## src/hw/rtl/salc_pkg.sv

```systemverilog
package salc_pkg;

  localparam int MaxSetBits = 6;
  localparam int MaxWays    = 8;
  localparam int NumSets    = 1 << MaxSetBits;
  localparam int AddrW      = 64;
  localparam int StampW     = 32;
  localparam int CountW     = 32;
  localparam int SetIdxW    = MaxSetBits;
  localparam int WayIdxW    = (MaxWays > 1) ? $clog2(MaxWays) : 1;
  localparam int CfgIdxW    = 2;
  localparam int CfgDataW   = 6;

  localparam logic [CfgIdxW-1:0] CfgSetBits   = 2'd0;
  localparam logic [CfgIdxW-1:0] CfgBlockBits = 2'd1;
  localparam logic [CfgIdxW-1:0] CfgWaysInUse = 2'd2;

  // Decoded access passed from front to back
  typedef struct packed {
    logic [SetIdxW-1:0] set_idx;
    logic [AddrW-1:0]   tag;
  } access_t;

  typedef struct packed {
    logic               valid;
    logic [AddrW-1:0]   tag;
    logic [StampW-1:0]  stamp;
  } line_t;

  typedef struct packed {
    logic              hit;
    logic              evicted;
    logic [CountW-1:0] hit_total;
    logic [CountW-1:0] miss_total;
    logic [CountW-1:0] eviction_total;
  } result_t;

endpackage

```

## src/hw/rtl/salc_if.sv

```systemverilog
interface salc_addr_if;
  logic        valid;
  logic        ready;
  logic [63:0] address;
  modport source (output valid, output address, input ready);
  modport sink (input valid, input address, output ready);
endinterface


```

## src/hw/rtl/salc_front.sv

```systemverilog
module salc_front (
  input  logic                         clk_i,
  input  logic                         rst_ni,
  input  logic                         cfg_we_i,
  input  logic [salc_pkg::CfgIdxW-1:0] cfg_idx_i,
  input  logic [salc_pkg::CfgDataW-1:0] cfg_data_i,
  salc_addr_if.sink                    in_if,
  output logic                         acc_valid_o,
  input  logic                         acc_ready_i,
  output salc_pkg::access_t            acc_o,
  output logic [3:0]                   ways_o
);
  import salc_pkg::*;

  logic [2:0] set_bits_q;
  logic [5:0] block_bits_q;
  logic [3:0] ways_q;
  logic [2:0] sb;
  logic [6:0] tag_sh;
  logic [AddrW-1:0] set_field;
  logic [SetIdxW-1:0] set_mask;
  access_t    q_mem_q [2];
  logic [1:0] cnt_q;
  logic       wr_ptr_q, rd_ptr_q;
  logic       push, pop;

  always_ff @(posedge clk_i or negedge rst_ni) begin
    if (!rst_ni) begin
      set_bits_q   <= 3'd1;
      block_bits_q <= 6'd1;
      ways_q       <= 4'd1;
    end else if (cfg_we_i) begin
      case (cfg_idx_i)
        CfgSetBits:   set_bits_q   <= cfg_data_i[2:0];
        CfgBlockBits: block_bits_q <= cfg_data_i;
        CfgWaysInUse: ways_q       <= cfg_data_i[3:0];
        default: ;
      endcase
    end
  end

  always_comb begin
    sb        = (set_bits_q > 3'(MaxSetBits)) ? 3'(MaxSetBits) : set_bits_q;
    tag_sh    = 7'(sb) + 7'(block_bits_q);
    set_field = in_if.address >> block_bits_q;
    set_mask  = SetIdxW'((7'd1 << sb) - 7'd1);
    if (ways_q == 4'd0)                ways_o = 4'd1;
    else if (ways_q > 4'(MaxWays))     ways_o = 4'(MaxWays);
    else                               ways_o = ways_q;
  end

  // Two-entry queue between decode and the tag pipeline
  assign in_if.ready = (cnt_q != 2'd2);
  assign push        = in_if.valid && in_if.ready;
  assign pop         = acc_valid_o && acc_ready_i;
  assign acc_valid_o = (cnt_q != 2'd0);
  assign acc_o       = q_mem_q[rd_ptr_q];

  always_ff @(posedge clk_i) begin
    if (push) begin
      q_mem_q[wr_ptr_q].set_idx <= set_field[SetIdxW-1:0] & set_mask;
      q_mem_q[wr_ptr_q].tag     <= (tag_sh >= 7'd64) ? '0 : (in_if.address >> tag_sh);
    end
  end

  always_ff @(posedge clk_i or negedge rst_ni) begin
    if (!rst_ni) begin
      cnt_q    <= 2'd0;
      wr_ptr_q <= 1'b0;
      rd_ptr_q <= 1'b0;
    end else begin
      if (push) wr_ptr_q <= ~wr_ptr_q;
      if (pop)  rd_ptr_q <= ~rd_ptr_q;
      cnt_q <= cnt_q + 2'(push) - 2'(pop);
    end
  end

  a_cnt_max: assert property (@(posedge clk_i) disable iff (!rst_ni) cnt_q <= 2'd2)
    else $error("queue count overflow");
  a_no_push_full: assert property (@(posedge clk_i) disable iff (!rst_ni)
    cnt_q == 2'd2 |-> !push) else $error("push into full queue");
  a_ptr_cnt: assert property (@(posedge clk_i) disable iff (!rst_ni)
    (cnt_q == 2'd0 || cnt_q == 2'd2) |-> wr_ptr_q == rd_ptr_q)
    else $error("queue pointers out of step");

endmodule

```

## src/flat_wrapper.sv

```systemverilog
// flat-port wrapper written by rule: the top's interface ports become plain ports
module salc_front_flat import salc_pkg::*;
  (clk_i, rst_ni, cfg_we_i, cfg_idx_i, cfg_data_i, acc_valid_o, acc_ready_i, acc_o, ways_o, in_if_valid, in_if_address, in_if_ready);
  salc_addr_if in_if_i ();
  input  logic clk_i;
  input  logic rst_ni;
  input  logic cfg_we_i;
  input  logic [salc_pkg::CfgIdxW-1:0] cfg_idx_i;
  input  logic [salc_pkg::CfgDataW-1:0] cfg_data_i;
  output logic acc_valid_o;
  input  logic acc_ready_i;
  output salc_pkg::access_t acc_o;
  output logic [3:0] ways_o;
  input wire logic [$bits(in_if_i.valid)-1:0] in_if_valid;
  input wire logic [$bits(in_if_i.address)-1:0] in_if_address;
  output wire logic [$bits(in_if_i.ready)-1:0] in_if_ready;
  assign in_if_i.valid = in_if_valid;
  assign in_if_i.address = in_if_address;
  assign in_if_ready = in_if_i.ready;
  salc_front u_core (.clk_i(clk_i), .rst_ni(rst_ni), .cfg_we_i(cfg_we_i), .cfg_idx_i(cfg_idx_i), .cfg_data_i(cfg_data_i), .in_if(in_if_i), .acc_valid_o(acc_valid_o), .acc_ready_i(acc_ready_i), .acc_o(acc_o), .ways_o(ways_o));
endmodule
```

## config.mk

```make
export PLATFORM = sky130hd
export DESIGN_NAME = salc_front_flat
export DESIGN_NICKNAME = d
export VERILOG_FILES = /design/src/hw/rtl/salc_pkg.sv /design/src/hw/rtl/salc_if.sv /design/src/hw/rtl/salc_front.sv /design/src/flat_wrapper.sv
export SDC_FILE = /design/constraint.sdc
export NUM_CORES = 1
export LEC_CHECK = 0
export BUFFER_PORTS_ARGS = -buffer_cell sky130_fd_sc_hd__buf_2
export CAP_MARGIN = 10
export CORE_UTILIZATION = 60
export CTS_BUF_LIST = sky130_fd_sc_hd__clkbuf_4 sky130_fd_sc_hd__clkbuf_8 sky130_fd_sc_hd__clkbuf_16
export CTS_CLUSTER_SIZE = 28
export DETAILED_ROUTE_END_ITERATION = 10
export PLACE_DENSITY = 0.82
export SKIP_LAST_GASP = 1
export SLEW_MARGIN = 25
export SYNTH_ARGS = -nofsm -noshare
export SYNTH_HDL_FRONTEND = slang
export SYNTH_SLANG_ARGS = --single-unit
```

## constraint.sdc

```tcl
create_clock -name clk_i -period 5.7 [get_ports clk_i]
set_input_delay 0.57 -clock clk_i [delete_from_list [all_inputs] [get_ports clk_i]]
set_output_delay 0.57 -clock clk_i [all_outputs]
set_load 0.1 [all_outputs]
```

Word level (Yosys, flattened, before mapping)
Memory sizes are Yosys's and may differ from the RTL's.
Index checks and enable logic that the tools add are counted.
- add/subtract/negate cells: 4
- magnitude comparators: 3
- eq/ne operators: 3
- shift operators: 3
- mux-type cells: 6
- bitwise logic cells: 3
- reduce and logical (&&, ||, !) cells: 8
- operators with widths (cell ; count):
    2-to-1 mux 64 bit ; 1
    >> shifter 64 x 6 -> 6 bit ; 1
    >> shifter 64 x 7 -> 64 bit ; 1
    2-to-1 mux 4 bit ; 2
    adder 3 x 6 -> 7 bit ; 1
    greater-or-equal comparator 7 bit (second input constant) ; 1
    AND 6 bit ; 1
    AND reduction 2 bit ; 3
    << shifter 1 x 3 -> 6 bit (first input constant) ; 1
    subtractor 6 x 1 -> 6 bit (second input constant) ; 1
    > comparator 4 bit (second input constant) ; 1
    zero test 4 bit ; 1
    > comparator 3 bit (second input constant) ; 1
    2-to-1 mux 3 bit ; 1
    adder 2 x 1 -> 2 bit ; 1
    == test 2 x 1 -> 1 bit (second input constant) ; 1
    == test 2 bit (second input constant) ; 1
    logical AND 1 bit ; 2
    zero test 2 bit ; 1
    2-to-1 mux 1 bit ; 2
    != test 2 bit (second input constant) ; 1
    inverter 1 bit ; 2
    nonzero test 2 bit ; 1
    subtractor 2 x 1 -> 2 bit ; 1
- bits in registers: 17
- RAM bits: 140
- logic and storage cells: 37
- memories kept: 1
- memories (name ; words ; width ; read ports ; clocked after Yosys merged registers in ; write ports ; RTL line ; source):
    u_core.q_mem_q ; 2 ; 70 ; 1 ; 0 ; 1 ; salc_front.sv:22 ; access_t q_mem_q [2];

Depth between registers and ports, before layout
- word-level depth: 5
- gate-level depth with buffers: 14
- gate-level depth less buffers: 10

Worst setup path after synthesis
No wires, ideal clock.
- path kind: reg2reg
- start: register u_core.cnt_q[1]
- end: memory u_core.q_mem_q[0][0] in the netlist's numbering, enable pin
- setup time: 0.499 ns
- arrival: 4.264 ns
- path slack: 0.937 ns
- cell stages (with the launch flop): 4
- buffers on the path: 0
- cells stage by stage: dfrtp_1 nand2_1 nand2_1 nor2_1
- cells in the longest elaborated chain, start to end: 4
- RTL lines (item ; RTL line ; source):
    start, declared ; salc_front.sv:23 ; logic [1:0] cnt_q;
    start signal, assigned ; salc_front.sv:74 ; cnt_q <= cnt_q + 2'(push) - 2'(pop);
    != test 2 bit ; salc_front.sv:53 ; assign in_if.ready = (cnt_q != 2'd2);
    net in_if_ready ; flat_wrapper.sv:16 ; output wire logic [$bits(in_if_i.ready)-1:0] in_if_ready;
    logical AND 1 bit ; salc_front.sv:54 ; assign push = in_if.valid && in_if.ready;
    2-to-1 mux 1 bit ; salc_front.sv:60 ; if (push) begin
    2-to-1 mux 1 bit ; salc_front.sv:62 ; q_mem_q[wr_ptr_q].tag <= (tag_sh >= 7'd64) ? '0 : (in_if.address >> tag_sh);
    end, declared ; salc_front.sv:22 ;
The timed path passes the listed nets, and every way through them passes these cells.

Final worst setup path
- start: register u_core.set_bits_q[0]
- end: memory u_core.q_mem_q[0][60] in the netlist's numbering, data pin
- cells in the longest elaborated chain, start to end: 5
- RTL lines (item ; RTL line ; source):
    start, declared ; salc_front.sv:15 ; logic [2:0] set_bits_q;
    start signal, assigned ; salc_front.sv:34 ; CfgSetBits: set_bits_q <= cfg_data_i[2:0];
    > comparator 3 bit ; salc_front.sv:43 ; sb = (set_bits_q > 3'(MaxSetBits)) ? 3'(MaxSetBits) : set_bits_q;
    2-to-1 mux 3 bit (*) ; salc_front.sv:43 ;
    adder 3 x 6 -> 7 bit (*) ; salc_front.sv:44 ; tag_sh = 7'(sb) + 7'(block_bits_q);
    >> shifter 64 x 7 -> 64 bit or greater-or-equal comparator 7 bit (tied branches) ; salc_front.sv:62 ;
    2-to-1 mux 64 bit (*) ; salc_front.sv:62 ;
Mark *: on every way between the ends. The rest lies on a longest branch, timed or not.

==> qor.csv <==
metric,value,unit
outcome,"finished, final reports clean",
synth_fp_nets,1164,
die-area,20900,µm²
r2r-end,u_core.q_mem_q[0][60],
yosysSeqAreaShare,38.0,%
row_count,51,
yosysWarningCount,0,
area_growth,11.9,%
clockRootBuffer,clkbuf_16,
relSlewSlack,35.9,%
critPathSlowestCell,nand4_1,
gp_congestion,1.05,
core_area,19700,µm²
crit_path_cell_trace,a21boi_0 > ha_1 > inv_1 > fa_4 > nor2b_1 > o21ai_1 > xor2_2 > buf_4 > nand4_1 > nor3_1,
r2r_slack,1.18,ns
critPathArrivalTime,4.68,ns
vias,9940,
cts_setup_buffers,0,
critPathMaxStageDelay,0.76,ns
rsz0062_at_grt,false,
end_kind,flop,
path_max_fanout,35,
finalSetupTns,0,ns
clk_latency,0.44,ns
r2r_cells,10,
drc,0,
ios,153,
grt.overflow.total,0,
cts-resized-gates,0,
max_clock_freq,0.221,GHz
worst_pin_slew,0.961,ns
syn_inst,1080,
ys_ff_latch,157,
fin_nets,1266,
finalHoldViolCount,0,
synth.most_common_cell,mux2i_1,
io_buffer_count,152,
hpwl,26000,µm
critPathKind,reg -> reg,
setup_viol,0,
grt_pass1_wl,53100,µm
synthArstFlopShare,10.8,%
h-tree-depth,4,
first_iter_violations,1316,
synth_top_area_share,34.5,%
cp-start-kind,flop,
tritoncts,built,
r2r-start,u_core.set_bits_q[0],
drive_gt1_share,31.7,%
fin_crit_sh,79.3,%
syn_avg_cell_area,11.3,µm²
synth_common_cells,"mux2i_1, edfxtp_1, mux2_2, nand2_1, nor2_1",
drv_cap,0,
die_x,145,µm
synthFlopType,edfxtp_1,
grt_pass1_vias,9160,
track_usage,34.6,%
antenna_cells,0,
avgRoutedWirePerCell,24.4,µm
postRouteAntennaNets,0,
grt_max_degree,71,
hold_buffers,0,
first_pass_iters,5,
clock_path_buffers,2,
required,5.85,ns
final_util,69.2,%
cts_inserted_buffers,17,
drt-total-wl,35600,µm
synthesis.area,12200,µm²
yosysTopAreaCell,edfxtp_1,
synthTopCellsByArea,"edfxtp_1, mux2i_1, mux2_2",
slew_violations,0,
fin_skew,0.0156,ns
synth_cell_types,63,
start_util,61.8,%
fin_crit,4.52,ns
hp-class,in -> async,
synth_edf_count,140,
clk_pin_slew,0.06,ns
clock_sinks,157,
dieHeight,145,µm
viasPerCell,6.81,
antenna_found_initial,0,
## worst max path at each step
stage / from / endpoint / depth (start not counted)
2_1_floorplan: u_core.cnt_q[1] / u_core.q_mem_q[0][0] / 3
3_3_place_gp: u_core.set_bits_q[0] / u_core.q_mem_q[0][60] / 10
3_5_place_dp: u_core.set_bits_q[0] / u_core.q_mem_q[1][60] / 10
4_1_cts: u_core.set_bits_q[0] / u_core.q_mem_q[1][60] / 10
5_1_grt: u_core.set_bits_q[0] / u_core.q_mem_q[1][60] / 10
6_report: u_core.set_bits_q[0] / u_core.q_mem_q[0][60] / 10
## per-layer routing
layer | track usage [%] | vias up | routed length [µm] | part of all wire [%]
li1 | - | 4380 | - | -
met1 | 47.3 | 4779 | 14000 | 39
met2 | 53.6 | 676 | 16500 | 46
met3 | 8.05 | 105 | 3710 | 10
met4 | 12.9 | 0 | 1400 | 3.9
met5 | 0 | - | 0 | 0
## through the flow
| stage | std cells | hold slack, ns | setup WS (ns) | area [µm²] |
|---|---|---|---|---|
| after floorplan | 1080 | 0.274 | 0.937 | 12200 |
| after global placement | 1428 | 0.474 | 1.26 | 13100 |
| after detailed placement | 1428 | 0.484 | 1.29 | 13100 |
| after CTS | 1459 | 0.0759 | 1.28 | 13600 |
| after global routing | 1459 | 0.0948 | 0.941 | 13600 |
| final | 1459 | 0.0683 | 1.18 | 13600 |
## cells by family (layout without fill, tap and decap cells)
| kind of cell | after synthesis | in the layout | share of synthesized area, % |
|---|---|---|---|
| xor gates and xnor gates | 11 | 11 | 0.944 |
| adders and majority gates | 7 | 7 | 0.780 |
| muxes | 395 | 395 | 38.3 |
| AOI/OAI and AO/OA | 159 | 159 | 8.96 |
| buffers and inverters | 106 | 220 | 4.11 |
| DFF | 157 | 157 | 38.0 |
| and+or+nand+nor | 245 | 245 | 8.85 |
## critical path, delay by kind of cell, from the launching register on
family,cells,cell delay (ns)
adder cells (fa/ha/maj),2,0.75
XOR/XNOR,1,0.16
flip-flops,1,0.57
buffers and inverters,2,0.47
AO/OA/AOI/OAI,2,0.58
AND/OR/NAND/NOR,3,1.70
## flip-flops by register name (all words and copies together), names as in the netlist
register,cells
u_core.ways_q,4
u_core.block_bits_q,6
u_core.rd_ptr_q,1
u_core.set_bits_q,3
u_core.q_mem_q,140
u_core.wr_ptr_q,1
u_core.cnt_q,2
## cells in the final DEF (no fill, tap or decap), types with 9 or more instances in the layout
cell type,n
a31oi_1,11
a21oi_1,33
clkbuf_16,17
nor3_1,14
nand2_1,105
mux4_2,47
mux2_2,106
dfrtp_1,12
nor2_1,63
edfxtp_1,140
nor2b_1,10
a211oi_1,15
nand3_1,19
buf_4,21
o21ai_0,19
or3_1,9
inv_1,14
buf_2,152
o22ai_1,13
a32oi_1,15
mux2i_1,242
## area by class of cell
type / instances / area, µm²
clock buffer: 17 / 425
clock inverter: 14 / 126
fill: 1460 / 6070
inverter: 15 / 56.3
multi-input combinational: 817 / 7130
sequential: 157 / 4640
tap: 265 / 332
timing repair buffer: 174 / 938
Power is left out: the tool's default activity adds up to more than one toggle a clock period on the data nets, which glitch-free logic cannot reach.
